**config.mk**
```make
export PLATFORM = sky130hd
export DESIGN_NAME = voxel_ray_traversal
export DESIGN_NICKNAME = d
export VERILOG_FILES = /design/src/design/vrt_pkg.sv /design/src/design/vrt_div.sv /design/src/design/voxel_ray_traversal.sv
export SDC_FILE = /design/constraint.sdc
export NUM_CORES = 1
export LEC_CHECK = 0
export ABC_CLOCK_PERIOD_IN_PS = 6130
export CAP_MARGIN = 5
export CELL_PAD_IN_SITES_DETAIL_PLACEMENT = 1
export CELL_PAD_IN_SITES_GLOBAL_PLACEMENT = 2
export CORE_MARGIN = 1
export CORE_UTILIZATION = 30
export CTS_BUF_LIST = sky130_fd_sc_hd__clkbuf_8
export DETAILED_ROUTE_END_ITERATION = 10
export DONT_BUFFER_PORTS = 1
export PLACE_DENSITY = 0.63
export SETUP_SLACK_MARGIN = 0.5
export SLEW_MARGIN = 20
export SYNTH_ARGS = -nofsm -noshare
export SYNTH_HDL_FRONTEND = slang
export SYNTH_SLANG_ARGS = --single-unit
```
**constraint.sdc**
```tcl
create_clock -name i_clk -period 6.13 [get_ports i_clk]
set_clock_uncertainty 0.15 [all_clocks]
set_input_delay 0.613 -clock i_clk [delete_from_list [all_inputs] [get_ports i_clk]]
set_output_delay 0.613 -clock i_clk [all_outputs]
set_load 0.02 [all_outputs]
```
**src/design/vrt_pkg.sv**
```systemverilog
`timescale 1ns / 1ps

package vrt_pkg;

    localparam int POS_W  = 32;   // ray start, signed fixed point
    localparam int DIR_W  = 18;   // direction component, signed fixed point
    localparam int CNT_W  = 7;    // voxel count
    localparam int VOX_W  = 17;   // voxel coordinate, wraps
    localparam int TIME_W = 32;   // crossing time, unsigned fixed point
    localparam int NUM_AX = 3;
    localparam int AX_W   = 2;    // axis index

    localparam logic [TIME_W-1:0] TIME_ONES = '1;

    // op index: axis in the upper bits, time/delta in the low bit
    localparam logic [2:0] OP_LAST = 3'd5;

    typedef enum logic [1:0] {
        S_IDLE,
        S_DIV_ISSUE,
        S_DIV_WAIT,
        S_WALK
    } t_state;

    typedef struct packed {
        logic              done;
        logic [TIME_W-1:0] quot;
    } t_div_rsp;

endpackage

```
**src/design/vrt_div.sv**
```systemverilog
`timescale 1ns / 1ps

// Restoring divider, one quotient bit per cycle, result saturated to 32 bits.
module vrt_div #(
    parameter int NUM_W = 33
) (
    input  logic                        i_clk,
    input  logic                        i_rst_n,
    input  logic                        i_start,
    input  logic [NUM_W-1:0]            i_num,
    input  logic [vrt_pkg::DIR_W-1:0]   i_den,
    output vrt_pkg::t_div_rsp           o_rsp
);
    import vrt_pkg::*;

    localparam int CW = $clog2(NUM_W + 1);

    logic              r_busy, n_busy;
    logic              r_done, n_done;
    logic [CW-1:0]     r_cnt,  n_cnt;
    logic [NUM_W-1:0]  r_num,  n_num;
    logic [DIR_W:0]    r_rem,  n_rem;
    logic [DIR_W-1:0]  r_den,  n_den;

    logic [DIR_W:0]    w_trial;
    logic              w_ge;

    assign w_trial = {r_rem[DIR_W-1:0], r_num[NUM_W-1]};
    assign w_ge    = (w_trial >= {1'b0, r_den});

    always_comb begin
        n_busy = r_busy;
        n_done = 1'b0;
        n_cnt  = r_cnt;
        n_num  = r_num;
        n_rem  = r_rem;
        n_den  = r_den;
        if (i_start) begin
            n_busy = 1'b1;
            n_cnt  = CW'(NUM_W);
            n_num  = i_num;
            n_rem  = '0;
            n_den  = i_den;
        end else if (r_busy) begin
            n_rem = w_ge ? (w_trial - {1'b0, r_den}) : w_trial;
            n_num = {r_num[NUM_W-2:0], w_ge};
            n_cnt = r_cnt - CW'(1);
            if (r_cnt == CW'(1)) begin
                n_busy = 1'b0;
                n_done = 1'b1;
            end
        end
    end

    always_ff @(posedge i_clk) begin
        if (!i_rst_n) begin
            r_busy <= 1'b0;
            r_done <= 1'b0;
        end else begin
            r_busy <= n_busy;
            r_done <= n_done;
        end
        r_cnt <= n_cnt;
        r_num <= n_num;
        r_rem <= n_rem;
        r_den <= n_den;
    end

    assign o_rsp.done = r_done;
    assign o_rsp.quot = (|r_num[NUM_W-1:TIME_W]) ? TIME_ONES : r_num[TIME_W-1:0];

    // a new division is only issued to an idle divider
    a_start_idle: assert property (@(posedge i_clk) disable iff (!i_rst_n)
        i_start |-> !r_busy)
        else $error("divider restarted while busy");

    // done follows the final step
    a_done_end: assert property (@(posedge i_clk) disable iff (!i_rst_n)
        r_done |-> !r_busy)
        else $error("divider done while busy");

    // remainder stays below the divisor
    a_rem_range: assert property (@(posedge i_clk) disable iff (!i_rst_n)
        (r_busy && r_den != '0) |-> (r_rem < {1'b0, r_den}))
        else $error("divider remainder out of range");

endmodule

```
**src/design/voxel_ray_traversal.sv**
```systemverilog
`timescale 1ns / 1ps

// 3-D voxel walk of a ray. An item (start point, direction, voxel count) is
// taken when start is high and busy is low; busy then stays high until the
// last voxel has been issued. Setup runs six divisions (first crossing time
// and time per voxel for each axis) through one shared restoring divider that
// yields one quotient bit per cycle; an axis with zero direction skips its two
// divisions. The walk then issues one voxel per cycle. Each voxel appears on
// o_voxel_x/y/z for exactly one cycle with o_valid high, o_last marking the
// final one; the receiver cannot stall, so every voxel must be taken as it
// comes. A count of 0 or 1 gives the start voxel only; a count above
// MAX_VOXELS is clipped to MAX_VOXELS.
module voxel_ray_traversal #(
    parameter int MAX_VOXELS = 64,   // 1..64
    parameter int FRAC_BITS  = 16    // 8..24
) (
    input  logic                               i_clk,
    input  logic                               i_rst_n,
    input  logic                               start,
    output logic                               busy,
    input  logic signed [vrt_pkg::POS_W-1:0]   i_pos_x,
    input  logic signed [vrt_pkg::POS_W-1:0]   i_pos_y,
    input  logic signed [vrt_pkg::POS_W-1:0]   i_pos_z,
    input  logic signed [vrt_pkg::DIR_W-1:0]   i_dir_x,
    input  logic signed [vrt_pkg::DIR_W-1:0]   i_dir_y,
    input  logic signed [vrt_pkg::DIR_W-1:0]   i_dir_z,
    input  logic [vrt_pkg::CNT_W-1:0]          i_voxel_count,
    output logic                               o_valid,
    output logic signed [vrt_pkg::VOX_W-1:0]   o_voxel_x,
    output logic signed [vrt_pkg::VOX_W-1:0]   o_voxel_y,
    output logic signed [vrt_pkg::VOX_W-1:0]   o_voxel_z,
    output logic                               o_last
);
    import vrt_pkg::*;

    // dividend width: (dist << F) needs 2F+1 bits; never less than 33 so the
    // saturation check always has an upper slice to look at
    localparam int QW     = (2 * FRAC_BITS + 1 > TIME_W + 1) ?
                            2 * FRAC_BITS + 1 : TIME_W + 1;
    localparam int DIST_W = FRAC_BITS + 1;
    localparam logic [DIST_W-1:0] ONE_F = DIST_W'(1) << FRAC_BITS;
    localparam logic [QW-1:0] DELTA_NUM = QW'(1) << (2 * FRAC_BITS);
    localparam logic [CNT_W-1:0] MAX_CNT = CNT_W'(MAX_VOXELS);

    t_state r_state, n_state;

    // per-axis walk state
    logic [VOX_W-1:0]  r_cur   [NUM_AX];
    logic [VOX_W-1:0]  n_cur   [NUM_AX];
    logic [TIME_W-1:0] r_time  [NUM_AX];
    logic [TIME_W-1:0] n_time  [NUM_AX];
    logic [TIME_W-1:0] r_delta [NUM_AX];
    logic [TIME_W-1:0] n_delta [NUM_AX];
    logic              r_neg   [NUM_AX];
    logic              n_neg   [NUM_AX];
    // setup operands
    logic [DIST_W-1:0] r_dist  [NUM_AX];
    logic [DIST_W-1:0] n_dist  [NUM_AX];
    logic [DIR_W-1:0]  r_mag   [NUM_AX];
    logic [DIR_W-1:0]  n_mag   [NUM_AX];

    logic [CNT_W-1:0]  r_steps, n_steps;
    logic [2:0]        r_op,    n_op;

    // output stage
    logic              r_valid, n_valid;
    logic              r_last,  n_last;
    logic [VOX_W-1:0]  r_out   [NUM_AX];
    logic [VOX_W-1:0]  n_out   [NUM_AX];

    logic signed [POS_W-1:0] w_pos [NUM_AX];
    logic signed [DIR_W-1:0] w_dir [NUM_AX];
    logic [CNT_W-1:0]  w_cnt;
    logic [AX_W-1:0]   w_axis;
    logic              w_kind;      // 0: first crossing time, 1: delta
    logic [AX_W-1:0]   w_pick;
    logic [TIME_W:0]   w_sum;
    logic              w_accept;

    logic              w_div_start;
    logic [QW-1:0]     w_div_num;
    t_div_rsp          w_div_rsp;

    assign w_pos[0] = i_pos_x;
    assign w_pos[1] = i_pos_y;
    assign w_pos[2] = i_pos_z;
    assign w_dir[0] = i_dir_x;
    assign w_dir[1] = i_dir_y;
    assign w_dir[2] = i_dir_z;

    assign w_accept = start && (r_state == S_IDLE);
    assign busy     = (r_state != S_IDLE);

    assign w_axis = r_op[2:1];
    assign w_kind = r_op[0];

    // clip the count to 1..MAX_VOXELS
    always_comb begin
        if (i_voxel_count == '0) begin
            w_cnt = CNT_W'(1);
        end else if (i_voxel_count > MAX_CNT) begin
            w_cnt = MAX_CNT;
        end else begin
            w_cnt = i_voxel_count;
        end
    end

    assign w_div_num = w_kind ? DELTA_NUM : (QW'(r_dist[w_axis]) << FRAC_BITS);

    // strictly smallest time wins; ties go to z, then y over x
    always_comb begin
        if (r_time[0] < r_time[1]) begin
            w_pick = (r_time[0] < r_time[2]) ? AX_W'(0) : AX_W'(2);
        end else begin
            w_pick = (r_time[1] < r_time[2]) ? AX_W'(1) : AX_W'(2);
        end
    end

    assign w_sum = {1'b0, r_time[w_pick]} + {1'b0, r_delta[w_pick]};

    vrt_div #(
        .NUM_W (QW)
    ) u_div (
        .i_clk   (i_clk),
        .i_rst_n (i_rst_n),
        .i_start (w_div_start),
        .i_num   (w_div_num),
        .i_den   (r_mag[w_axis]),
        .o_rsp   (w_div_rsp)
    );

    always_comb begin
        n_state     = r_state;
        n_cur       = r_cur;
        n_time      = r_time;
        n_delta     = r_delta;
        n_neg       = r_neg;
        n_dist      = r_dist;
        n_mag       = r_mag;
        n_steps     = r_steps;
        n_op        = r_op;
        n_valid     = 1'b0;
        n_last      = r_last;
        n_out       = r_out;
        w_div_start = 1'b0;

        case (r_state)
            S_IDLE: begin
                if (start) begin
                    for (int a = 0; a < NUM_AX; a++) begin
                        n_cur[a]  = VOX_W'(w_pos[a] >>> FRAC_BITS);
                        n_neg[a]  = w_dir[a][DIR_W-1];
                        n_mag[a]  = w_dir[a][DIR_W-1] ? DIR_W'(-w_dir[a]) : w_dir[a];
                        n_dist[a] = w_dir[a][DIR_W-1] ?
                                    {1'b0, w_pos[a][FRAC_BITS-1:0]} :
                                    ONE_F - {1'b0, w_pos[a][FRAC_BITS-1:0]};
                    end
                    n_steps = w_cnt - CNT_W'(1);
                    n_op    = '0;
                    n_state = S_DIV_ISSUE;
                end
            end
            S_DIV_ISSUE: begin
                if (r_mag[w_axis] == '0) begin
                    // zero direction: never crosses
                    if (w_kind) begin
                        n_delta[w_axis] = TIME_ONES;
                    end else begin
                        n_time[w_axis] = TIME_ONES;
                    end
                    n_op    = r_op + 3'd1;
                    n_state = (r_op == OP_LAST) ? S_WALK : S_DIV_ISSUE;
                end else begin
                    w_div_start = 1'b1;
                    n_state     = S_DIV_WAIT;
                end
            end
            S_DIV_WAIT: begin
                if (w_div_rsp.done) begin
                    if (w_kind) begin
                        n_delta[w_axis] = w_div_rsp.quot;
                    end else begin
                        n_time[w_axis] = w_div_rsp.quot;
                    end
                    n_op    = r_op + 3'd1;
                    n_state = (r_op == OP_LAST) ? S_WALK : S_DIV_ISSUE;
                end
            end
            S_WALK: begin
                // issue the current voxel, then step
                n_valid = 1'b1;
                n_out   = r_cur;
                n_last  = (r_steps == '0);
                if (r_steps == '0) begin
                    n_state = S_IDLE;
                end else begin
                    n_cur[w_pick]  = r_neg[w_pick] ? r_cur[w_pick] - VOX_W'(1) :
                                                     r_cur[w_pick] + VOX_W'(1);
                    n_time[w_pick] = w_sum[TIME_W] ? TIME_ONES : w_sum[TIME_W-1:0];
                    n_steps        = r_steps - CNT_W'(1);
                end
            end
            default: begin
                n_state = S_IDLE;
            end
        endcase
    end

    always_ff @(posedge i_clk) begin
        if (!i_rst_n) begin
            r_state <= S_IDLE;
        end else begin
            r_state <= n_state;
        end
    end

    always_ff @(posedge i_clk) begin
        if (!i_rst_n) begin
            r_valid <= 1'b0;
            r_steps <= '0;
            r_op    <= '0;
            for (int a = 0; a < NUM_AX; a++) begin
                r_cur[a]   <= '0;
                r_time[a]  <= '0;
                r_delta[a] <= '0;
                r_neg[a]   <= 1'b0;
            end
        end else begin
            r_valid <= n_valid;
            r_steps <= n_steps;
            r_op    <= n_op;
            r_cur   <= n_cur;
            r_time  <= n_time;
            r_delta <= n_delta;
            r_neg   <= n_neg;
        end
        r_dist <= n_dist;
        r_mag  <= n_mag;
        r_last <= n_last;
        r_out  <= n_out;
    end

    assign o_valid   = r_valid;
    assign o_last    = r_last;
    assign o_voxel_x = r_out[0];
    assign o_voxel_y = r_out[1];
    assign o_voxel_z = r_out[2];

    // voxels only come out of the walk
    a_valid_walk: assert property (@(posedge i_clk) disable iff (!i_rst_n)
        o_valid |-> $past(r_state == S_WALK))
        else $error("voxel issued outside the walk");

    // an accepted item raises busy through the state register
    a_accept_busy: assert property (@(posedge i_clk) disable iff (!i_rst_n)
        w_accept |=> busy)
        else $error("accepted item did not raise busy");

    // the final voxel hands control back to idle
    a_last_idle: assert property (@(posedge i_clk) disable iff (!i_rst_n)
        (o_valid && o_last) |-> (r_state == S_IDLE))
        else $error("last voxel issued but walk still running");

    // remaining count never exceeds the clip limit
    a_steps_range: assert property (@(posedge i_clk) disable iff (!i_rst_n)
        (r_state == S_WALK) |-> (r_steps < MAX_CNT))
        else $error("voxel count beyond limit");

    // the divider only runs during setup
    a_div_setup: assert property (@(posedge i_clk) disable iff (!i_rst_n)
        w_div_rsp.done |-> (r_state == S_DIV_WAIT))
        else $error("divider result outside setup");

endmodule
```
======== Word-level counts from Yosys, hierarchy flattened ========
Cells that the tools add are included.
Widths: inputs -> output; s select.
cells by class
  add/subtract/negate cells ............... 14
  order comparisons ....................... 9
  eq/ne operators ......................... 14
  muxes and demuxes ....................... 80
  bitwise gates (word level) .............. 6
  reductions and logical operators ........ 19
operator list
  kind                    number
  $mux 96                 9
  $bwmux 96               3
  $pmux 96 s3             1
  $mux 32                 8
  $or 96x96->96           2
  $pmux 96 s2             1
  $mux 17                 9
  $bmux 32 s2             2
  $demux 32 s2            2
  $mux 51                 2
  $pmux 51 s2             1
  $mux 33                 3
  $lt 32x32->1            3
  $bmux 17 s2             2
  $mux 18                 3
  $neg 18->18             3
  $bwmux 51               1
  $sub 17x16->17 const A  3
  $mux 16                 3
  $bmux 18 s2             1
  $demux 17 s2            1
  $add 32x32->33          1
  $mux 7                  4
  $ge 19x18->1            1
  36 further kinds        73
word-level totals
  flip-flop bits (word level) ............. 493
  word-level logic and storage cells ...... 180

======== Longest topological paths before layout ========
Gate-level depths: netlist (run 1).
  depth after elaboration ................. 12
  mapped depth ............................ 29
  depth with buffers taken out ............ 26

======== Modules after synthesis ========
A second synthesis (run 1) with hierarchy kept.
unflattened totals
  cell total of the unflattened synthesis .. 3262
  area, all modules ....................... 29577.1 um2
by module, submodules not included
  module               times used  cells each  area each (um2)  seq. area each (um2)
  voxel_ray_traversal  1           2837        25167.9          9899.5
  vrt_div              1           425         4409.2           2052.0

======== Worst setup path after synthesis (run 1) ========
No wires, ideal clock.
  path type ............................... register to register
  start point ............................. reg r_time[47] (netlist name)
  end point ............................... reg r_time[12] (netlist name)
  library setup time ...................... 0.134 ns
  data arrival time ....................... 6.264 ns
  setup slack ............................. -0.418 ns
  stages on the path, launching flop included .. 28
  path buffers ............................ 5
  period minus slack after synthesis ...... 6.548 ns
  path through ............................ dfxtp_1 -> inv_1 -> ha_1 -> a21o_1 -> a311o_1 -> a211o_1 -> a41o_1 -> a21oi_1 -> a311o_1 -> clkbuf_1 -> clkbuf_1 -> clkbuf_1 -> clkbuf_1 -> a31oi_1 -> ha_1 -> a21o_1 -> a21oi_1 -> o21ai_1 -> a2111oi_2 -> o31ai_1 -> a211oi_2 -> o31ai_1 -> a221o_1 -> buf_2 -> nor2_1 -> o21ai_0 -> a221oi_1 -> a211oi_1
between the ends
  word-level cells in the longest chain between the ends .. 12
  elaborated cells on any way between the ends .. 21
ends and longest elaborated chain
  what                                        RTL line                                                text
  start, declared                             voxel_ray_traversal.sv:50                               logic [TIME_W-1:0] r_time [NUM_AX];
  start signal, assigned                      voxel_ray_traversal.sv:233                              r_time <= n_time;
  $lt 32x32->1                                voxel_ray_traversal.sv:115                              w_pick = (r_time[1] < r_time[2]) ? AX_W'(1) : AX_W'(2);
  $mux 2                                      voxel_ray_traversal.sv:115
  $mux 2                                      voxel_ray_traversal.sv:112                              if (r_time[0] < r_time[1]) begin
  $not 2->3                                   voxel_ray_traversal.sv:119, voxel_ray_traversal.sv:199
  $bmux 32 s2                                 voxel_ray_traversal.sv:119                              assign w_sum = {1'b0, r_time[w_pick]} + {1'b0, r_delta[w_pick]};
  $mux 32 (implied by the code) (2 in a row)  voxel_ray_traversal.sv:119
  $add 32x32->33                              voxel_ray_traversal.sv:119
  $mux 32                                     voxel_ray_traversal.sv:199                              n_time[w_pick] = w_sum[TIME_W] ? TIME_ONES : w_sum[TIME_W-1:0];
  $bwmux 96 (*)                               voxel_ray_traversal.sv:199
  $mux 96 (*)                                 voxel_ray_traversal.sv:194                              if (r_steps == '0) begin
  $pmux 96 s3 (*)                             voxel_ray_traversal.sv:147                              case (r_state)
Mark *: on every way between the ends. The rest lies on a longest branch, timed or not. The select of a mux whose other input is x is not followed.
A chain may end at the register's enable or synchronous reset.

======== Worst setup path in the final report (run 1) ========
  start point ............................. reg r_time[50] (netlist name)
  end point ............................... reg r_time[13] (netlist name)
Same word-level chain as after synthesis.

==> flow_metrics.tcl, run 1 <==
set metrics [dict create \
    die_h_um 311 \
    drc 0 \
    h-tree-depth 3 \
    ant_nets 0 \
    cpMaxStageDelayCell "or4_4" \
    core_um2 93900 \
    max_freq_ghz 0.160 \
    setup_ws_ps -116 \
    fin_cells 5284 \
    path_depth 29 \
    critPathKind "reg -> reg" \
    synth.top_cell.area_share_pct 21.8 \
    syn_nets 3748 \
    synth_seq_cells 493 \
    synth_area_um2 28600 \
    finalMaxSlewViolations 0 \
    timing.setup.tns_ps -1310 \
    clock_latency_ps 770 \
    grt_max_degree 104 \
    critPathLaunchType "flop" \
    placedCellCount 4851 \
    place.gp.congestion 0.889 \
    regArea_um2 12000 \
    final_nets 4286 \
    ys_async_sr_fraction_pct 0 \
    mostFrequentLayoutCell "nor2_1" \
    ff2ff_setup_slack_ps -120 \
    cap_violations 0 \
    wl_um 124000 \
    drtIter0Drc 1593 \
    arrival_ps 6670 \
    worstRegToRegCells 29 \
    hpwlAfterDp_um 82300 \
    synth-edff-count 208 \
    drive_gt1_share_pct 22.0 \
    ys_warn_count 0 \
    synth_area_per_cell_um2 8.40 \
    crit_buf_inv 7 \
    cp_max_fo 22 \
    hold_class "in -> reg" \
    fin_area_um2 38900 \
    setup_viol 28 \
    status "complete, but fails checks" \
    first_pass_iters 5 \
    rr_startpoint "r_time[50]" \
    cts_buffer_depth 3 \
    fillers 10891 \
    rows 112 \
    yosysTopAreaCell "edfxtp_1" \
    grt_first_pass_wirelength_um 185000 \
    die_w_um 311 \
    cts_tree "built" \
    syn_inst 3410 \
    synth_flop_cell "dfxtp_1" \
    finalCritPeriodShare_pct 102 \
    routed_via_density 5.38 \
    hold_viol 0 \
    cts_num_sinks 493 \
    start_util_pct 30.5 \
    synth.area.top_cells "edfxtp_1, dfxtp_1, nor2_1" \
    period_minus_slack_ps 6250 \
    io_pins 214 \
    rsz0062_at_grt "true" \
    placed_area_um2 32700 \
    gr-total-overflow 0 \
    track_usage_pct 24.7 \
    critical-path-top-delay-family "compound AO/OA/AOI/OAI gates" \
    num_vias 28415 \
    cts_buffers 94 \
    failed_checks "setup timing" \
    wire_per_inst_um 23.4 \
    worst_pin_slew_ps 1130 \
    multi_input_area_um2 17100 \
    cts_root_buf "clkbuf_8" \
    worst_ep_required_time_ps 6550 \
    holdPathStages 2 \
    path_clk_slew_ps 60 \
    yosysSeqAreaShare_pct 41.7 \
    cp_common_cell "buf_4" \
    min_from "i_dir_z[17]" \
    portBuffers 0 \
    relSlewSlack_pct 24.7 \
    end_kind "flop" \
    hold_path_end "r_dist[7]" \
    slowest_delay_ps 630 \
    ys_types 77 \
    grt_pass1_vias 30168 \
    reg2reg_to "r_time[13]" \
    antenna_found_initial 1 \
    final_cell_mix "nor2_1, buf_4, nand2_1" \
    floorplan.die_area_um2 96700 \
    hold_slack_ps 46.9 \
    area_growth_pct 35.9 \
]
## Yosys cell counts, drive strengths merged, types with 6 or more instances
master,instances
a2111oi,8
a211o,9
a211oi,55
a21o,40
a21oi,325
a221oi,52
a22o,17
a22oi,16
a311oi,7
a31oi,105
and2,21
and3,13
and4,6
buf,30
clkbuf,172
dfxtp,285
edfxtp,208
ha,175
inv,141
mux2,6
mux2i,44
nand2,391
nand2b,17
nand3,24
nand4,16
nor2,614
nor2b,12
nor3,38
nor4,18
o211ai,18
o21a,12
o21ai,196
o21bai,13
o221ai,28
o22ai,10
o2bb2ai,11
o311ai,6
o31ai,30
or3,16
or4,11
xnor2,87
xor2,58
## metrics by stage
step	worst slack [ps]	util (%)
floorplan	359	-
finish	-116	41.5
CTS	-120	40.4
global route	-389	41.5
detailed placement	-1040	34.9
global placement	-975	34.9
## how the worst max path moves through the flow
stage            endpoint  startpoint  slack (ps)
5_1_grt         r_time[5]   r_time[2]        -390
3_5_place_dp   r_time[18]  r_time[21]       -1040
4_1_cts        r_time[15]  r_time[50]        -120
2_1_floorplan  r_time[19]  r_time[57]         360
3_3_place_gp   r_time[18]  r_time[21]        -970
6_report       r_time[13]  r_time[50]        -120
## repair_timing
action                     CTS  global route
gates resized for setup    215           145
hold endpoints to repair   170             5
setup endpoints to repair  132           128
hold buffers               195             1
setup buffers               37            20
pin swaps                   97            90
cloned                       1             1
## cell families (layout without fill, tap and decap cells)
logic type                 count (synthesis)  after routing  synth area share (%)
other                                      0              2                     0
buffers and inverters                    343            961                  4.60
muxes                                     50             50                  1.77
AOI/OAI and AO/OA                        985            985                  21.9
xor gates and xnor gates                 145            145                  4.43
DFF                                      493            493                  41.7
and+or+nand+nor                         1216           1216                  17.7
adders and majority gates                178            178                  7.85
## sequential cells by signal, indices dropped and copies added, names as in the netlist, 2 cells and up
name and cells:
o_voxel_y 17, r_dist 51, r_cur 51, o_voxel_x 17, u_div.r_num 33, u_div.r_rem 18
u_div.r_den 18, o_voxel_z 17, r_op 3, r_delta 96, r_neg 3, r_state 2
u_div.r_cnt 6, r_steps 7, r_mag 54, r_time 96
## layer usage
metal | track usage [%] | share of wire, %
met1 | 31.9 | 44
met2 | 41.9 | 48
met3 | 3.65 | 5.0
met4 | 8.40 | 3.2
met5 | 0 | 0
## cell type report
| type | instances | area share [%] |
|---|---|---|
| Tap cell | 1254 | 4.03 |
| Inverter | 141 | 1.41 |
| Sequential cell | 493 | 30.8 |
| Multi-Input combinational cell | 2574 | 44.0 |
| Timing Repair Buffer | 644 | 14.9 |
| Clock buffer | 105 | 3.71 |
| Clock inverter | 71 | 1.23 |
| Antenna cell | 2 | 0.0129 |
Power of run 1 is not shown: default switching activity piles up to over one toggle a cycle in this logic, so the estimate is an artifact.
==> run 2, diff against run 1 <==
Settings changed: CELL_PAD_IN_SITES_DETAIL_PLACEMENT 1 to 0, CELL_PAD_IN_SITES_GLOBAL_PLACEMENT 2 to 1, PLACE_DENSITY 0.63 to 0.53, RECOVER_POWER set to 100.
==> flow_metrics.tcl, run 2 (synthesis results as in run 1) <==
set metrics [dict create \
    critPathKind "reg -> reg" \
    rows 112 \
    cts_buffer_depth 3 \
    hpwlAfterDp_um 77200 \
    cts_tree "built" \
    io_pins 214 \
    die_w_um 311 \
    area_growth_pct 34.7 \
    slowest_delay_ps 540 \
    drtIter0Drc 1850 \
    cts_buffers 97 \
    antenna_found_initial 1 \
    relSlewSlack_pct -58.3 \
    grt_first_pass_wirelength_um 175000 \
    cp_max_fo 5 \
    period_minus_slack_ps 6400 \
    drc 0 \
    wire_per_inst_um 22.5 \
    place.gp.congestion 0.875 \
    hold_class "in -> reg" \
    clock_latency_ps 780 \
    grt_max_degree 93 \
    drive_gt1_share_pct 21.5 \
    worst_ep_required_time_ps 6540 \
    cts_root_buf "clkbuf_8" \
    portBuffers 0 \
    gr-total-overflow 0 \
    final_cell_mix "nor2_1, nand2_1, buf_4" \
    worst_pin_slew_ps 2370 \
    first_pass_iters 6 \
    status "complete, but fails checks" \
    critical-path-top-delay-family "compound AO/OA/AOI/OAI gates" \
    h-tree-depth 3 \
    reg_top3 "r_delta (96), r_time (96), r_mag (54)" \
    end_kind "flop" \
    start_util_pct 30.5 \
    wl_um 119000 \
    setup_ws_ps -265 \
    setup_viol 78 \
    cpMaxStageDelayCell "a221o_2" \
    path_clk_slew_ps 60 \
    ff2ff_setup_slack_ps -270 \
    routed_via_density 5.32 \
    timing.setup.tns_ps -9230 \
    finalMaxSlewViolations 56 \
    ant_nets 0 \
    hold_viol 0 \
    arrival_ps 6810 \
    crit_buf_inv 4 \
    final_nets 4265 \
    cap_violations 1 \
    core_um2 93900 \
    finalCritPeriodShare_pct 104 \
    num_vias 27997 \
    die_h_um 311 \
    critPathLaunchType "flop" \
    rsz0062_at_grt "true" \
    failed_checks "capacitance limit, slew limit, setup timing" \
    mostFrequentLayoutCell "nor2_1" \
    max_freq_ghz 0.156 \
    cts_num_sinks 493 \
    track_usage_pct 23.6 \
    floorplan.die_area_um2 96700 \
    grt_pass1_vias 27928 \
    fillers 9558 \
]
## run 2: cell types whose count changed in the layout (fill, tap and decap cells not counted), moves of 7 or more
cell,delta
o221ai_1,-10
buf_4,-29
o221ai_2,+11
clkinv_1,+12
nand2_1,+8
a31oi_1,+9
a21oi_2,-8
clkinv_2,+7
nor2_4,+10
nor2_1,-7
inv_1,-18
buf_6,+8
o21ai_0,-8
buf_12,-10
## run 2: layer usage
| layer | part of all wire, % | up-vias | GRT usage, % |
|---|---|---|---|
| li1 | - | 13252 | - |
| met1 | 44 | 13631 | 30.5 |
| met2 | 47 | 903 | 39.7 |
| met3 | 5.5 | 211 | 3.79 |
| met4 | 3.1 | 0 | 8.35 |
| met5 | 0 | - | 0 |
## run 2: per-stage QoR
stage,std cells,setup slack (ps),cell area (um^2),hold WS (ps),utilization [%]
3_5_place_dp,4818,-852,32400,289,34.5
5_1_grt,5265,-370,38600,31.2,41.1
2_1_floorplan,3410,359,29000,275,-
3_3_place_gp,4818,-714,32400,285,34.5
4_1_cts,5238,-152,37600,-227,40.0
6_report,5266,-265,38600,57.5,41.1
## run 2: area by class of cell
cell class | count | area, um^2 | share of cell area [%]
Antenna cell | 2 | 5.00 | 0.0130
Tap cell | 1254 | 1570 | 4.07
Sequential cell | 493 | 12000 | 31.1
Inverter | 141 | 549 | 1.42
Clock inverter | 72 | 508 | 1.32
Timing Repair inverter | 1 | 8.76 | 0.0227
Multi-Input combinational cell | 2575 | 16900 | 43.8
Clock buffer | 110 | 1510 | 3.92
Timing Repair Buffer | 618 | 5530 | 14.3
## run 2: final timing paths
check	from	cells past startpoint	to
max	r_time[49]	26	r_time[13]
min	i_pos_y[10]	2	r_dist[27]
max reg2reg	r_time[49]	26	r_time[13]
min reg2reg	r_cur[21]	0	o_voxel_y[4]
## run 2: what timing repair did
| item | CTS | global route |
|---|---|---|
| hold buffers | 198 | 1 |
| setup buffers | 38 | 23 |
| hold endpoints to repair | 169 | 4 |
| pin swaps | 90 | 147 |
| endpoints found under the setup margin | 132 | 125 |
| gates resized for setup | 190 | 172 |
| gates cloned | 2 | 2 |
Power of run 2 is left out for the same reason.
==> run 3, diff against run 2 <==
Settings changed: CTS_CLUSTER_DIAMETER set to 50, SETUP_SLACK_MARGIN 0.5 to not set, TNS_END_PERCENT set to 50.
==> flow_metrics.tcl, run 3 (synthesis results as in run 1) <==
set metrics [dict create \
    fin_area_um2 38800 \
    min_from "i_dir_z[17]" \
    grt_first_pass_wirelength_um 176000 \
    rsz0062_at_grt "true" \
    first_pass_iters 5 \
    status "complete, but fails checks" \
    floorplan.die_area_um2 96700 \
    end_kind "flop" \
    critPathLaunchType "flop" \
    hold_viol 0 \
    start_util_pct 30.5 \
    setup_viol 76 \
    grt_max_degree 103 \
    die_w_um 311 \
    cts_buffer_depth 3 \
    slowest_delay_ps 540 \
    area_growth_pct 35.4 \
    setup_ws_ps -233 \
    wl_um 118000 \
    ant_nets 0 \
    finalCritPeriodShare_pct 104 \
    num_vias 28301 \
    cap_violations 1 \
    final_cell_mix "nor2_1, nand2_1, buf_4" \
    final_nets 4282 \
    worstRegToRegCells 24 \
    rr_startpoint "r_time[95]" \
    die_h_um 311 \
    hpwlAfterDp_um 77100 \
    drc 0 \
    worst_ep_required_time_ps 6560 \
    place.gp.congestion 0.911 \
    path_cells "ha_4, nand4_1, or4_4, a211oi_4, a21oi_4, a311o_2, nor2_2, a31oi_4, ha_4, fa_2, a21o_1, a21oi_4, o21ai_4, a2111oi_4, o31ai_4, a211oi_2, buf_4, o31ai_4, a221o_2, buf_12, nor2_4, o21ai_1, a221oi_2, a211oi_1" \
    antenna_found_initial 2 \
    failed_checks "capacitance limit, slew limit, setup timing" \
    finalMaxSlewViolations 53 \
    grt_pass1_vias 28461 \
    arrival_ps 6790 \
    worst_pin_slew_ps 2290 \
    hold_path_end "r_dist[8]" \
    drtIter0Drc 1897 \
    cts_tree "built" \
    track_usage_pct 23.6 \
    period_minus_slack_ps 6360 \
    fin_util_pct 41.3 \
    ff2ff_setup_slack_ps -230 \
    portBuffers 0 \
    cts_root_buf "clkbuf_8" \
    cts_num_sinks 493 \
    hold_class "in -> reg" \
    drive_gt1_share_pct 21.0 \
    timing.setup.tns_ps -8130 \
    relSlewSlack_pct -53.8 \
    io_pins 214 \
    gr-total-overflow 0 \
    reg_top3 "r_delta (96), r_time (96), r_mag (54)" \
    routed_via_density 5.35 \
    h-tree-depth 3 \
    core_um2 93900 \
    clock_latency_ps 780 \
    path_clk_slew_ps 60 \
    placed_area_um2 32500 \
    max_freq_ghz 0.157 \
    cpMaxStageDelayCell "or4_4" \
    wire_per_inst_um 22.3 \
    rows 112 \
    critPathKind "reg -> reg" \
    reg2reg_to "r_time[13]" \
    cts_buffers 100 \
    cp_max_fo 6 \
    mostFrequentLayoutCell "nor2_1" \
    holdPathStages 2 \
]
-- run 3: changes by cell type in the layout (fill, tap and decap cells not counted), sizes merged --
cell / before / now
clkinv: 42 / 33
clkbuf: 112 / 121
inv: 163 / 166
clkinvlp: 3 / 6
dlygate4sd3: 198 / 208
bufinv: 6 / 11
diode: 2 / 1
-- run 3: per-layer routing --
layer | up-vias | track usage [%] | part of all wire, %
li1 | 13299 | - | -
met1 | 13880 | 29.9 | 44
met2 | 916 | 40.4 | 48
met3 | 206 | 4.07 | 5.7
met4 | 0 | 7.56 | 2.7
met5 | - | 0 | 0
-- run 3: worst max-delay path: cells and delay by family, from the launching register on --
family	cells	cell delay, ps
adders and majority gates	3	840
and+or+nand+nor	4	1150
AOI/OAI and AO/OA	15	3260
buffers and inverters	2	380
DFF	1	370
-- run 3: layout make-up --
cell class	count	area (um^2)
well taps	1254	1570
fillers	9414	55100
multi-input cells	2575	16800
diodes	1	2.50
inverters	141	541
flip-flops and latches	493	12000
clock buffers	114	1570
clock inverters	75	674
repair buffers	633	5610
-- run 3: repair_timing --
action,CTS,global route
pin swaps,121,119
hold endpoints to repair,170,0
resized for setup,166,194
hold buffers,209,0
buffers inserted,21,26
setup endpoints to repair,129,110
gates cloned,2,2
-- run 3: worst max path at each step --
stage                     from    endpoint  slack (ps)  depth (start not counted)
finish              r_time[95]  r_time[13]        -230                         24
global route        r_time[50]  r_time[72]        -410                         30
CTS                 r_time[50]   r_time[1]        -220                         29
detailed placement  r_time[63]  r_time[24]       -1130                         28
global placement    r_time[63]   r_time[4]       -1090                         28
floorplan           r_time[62]  r_time[12]          30                         27
-- run 3: through the flow --
stage	hold slack [ps]	worst slack (ps)	instances
floorplan	275	28.0	3410
global placement	293	-1090	4842
detailed placement	288	-1130	4842
CTS	0.511	-218	5260
global route	22.7	-405	5286
finish	31.7	-233	5286
Power of run 3 is left out for the same reason.
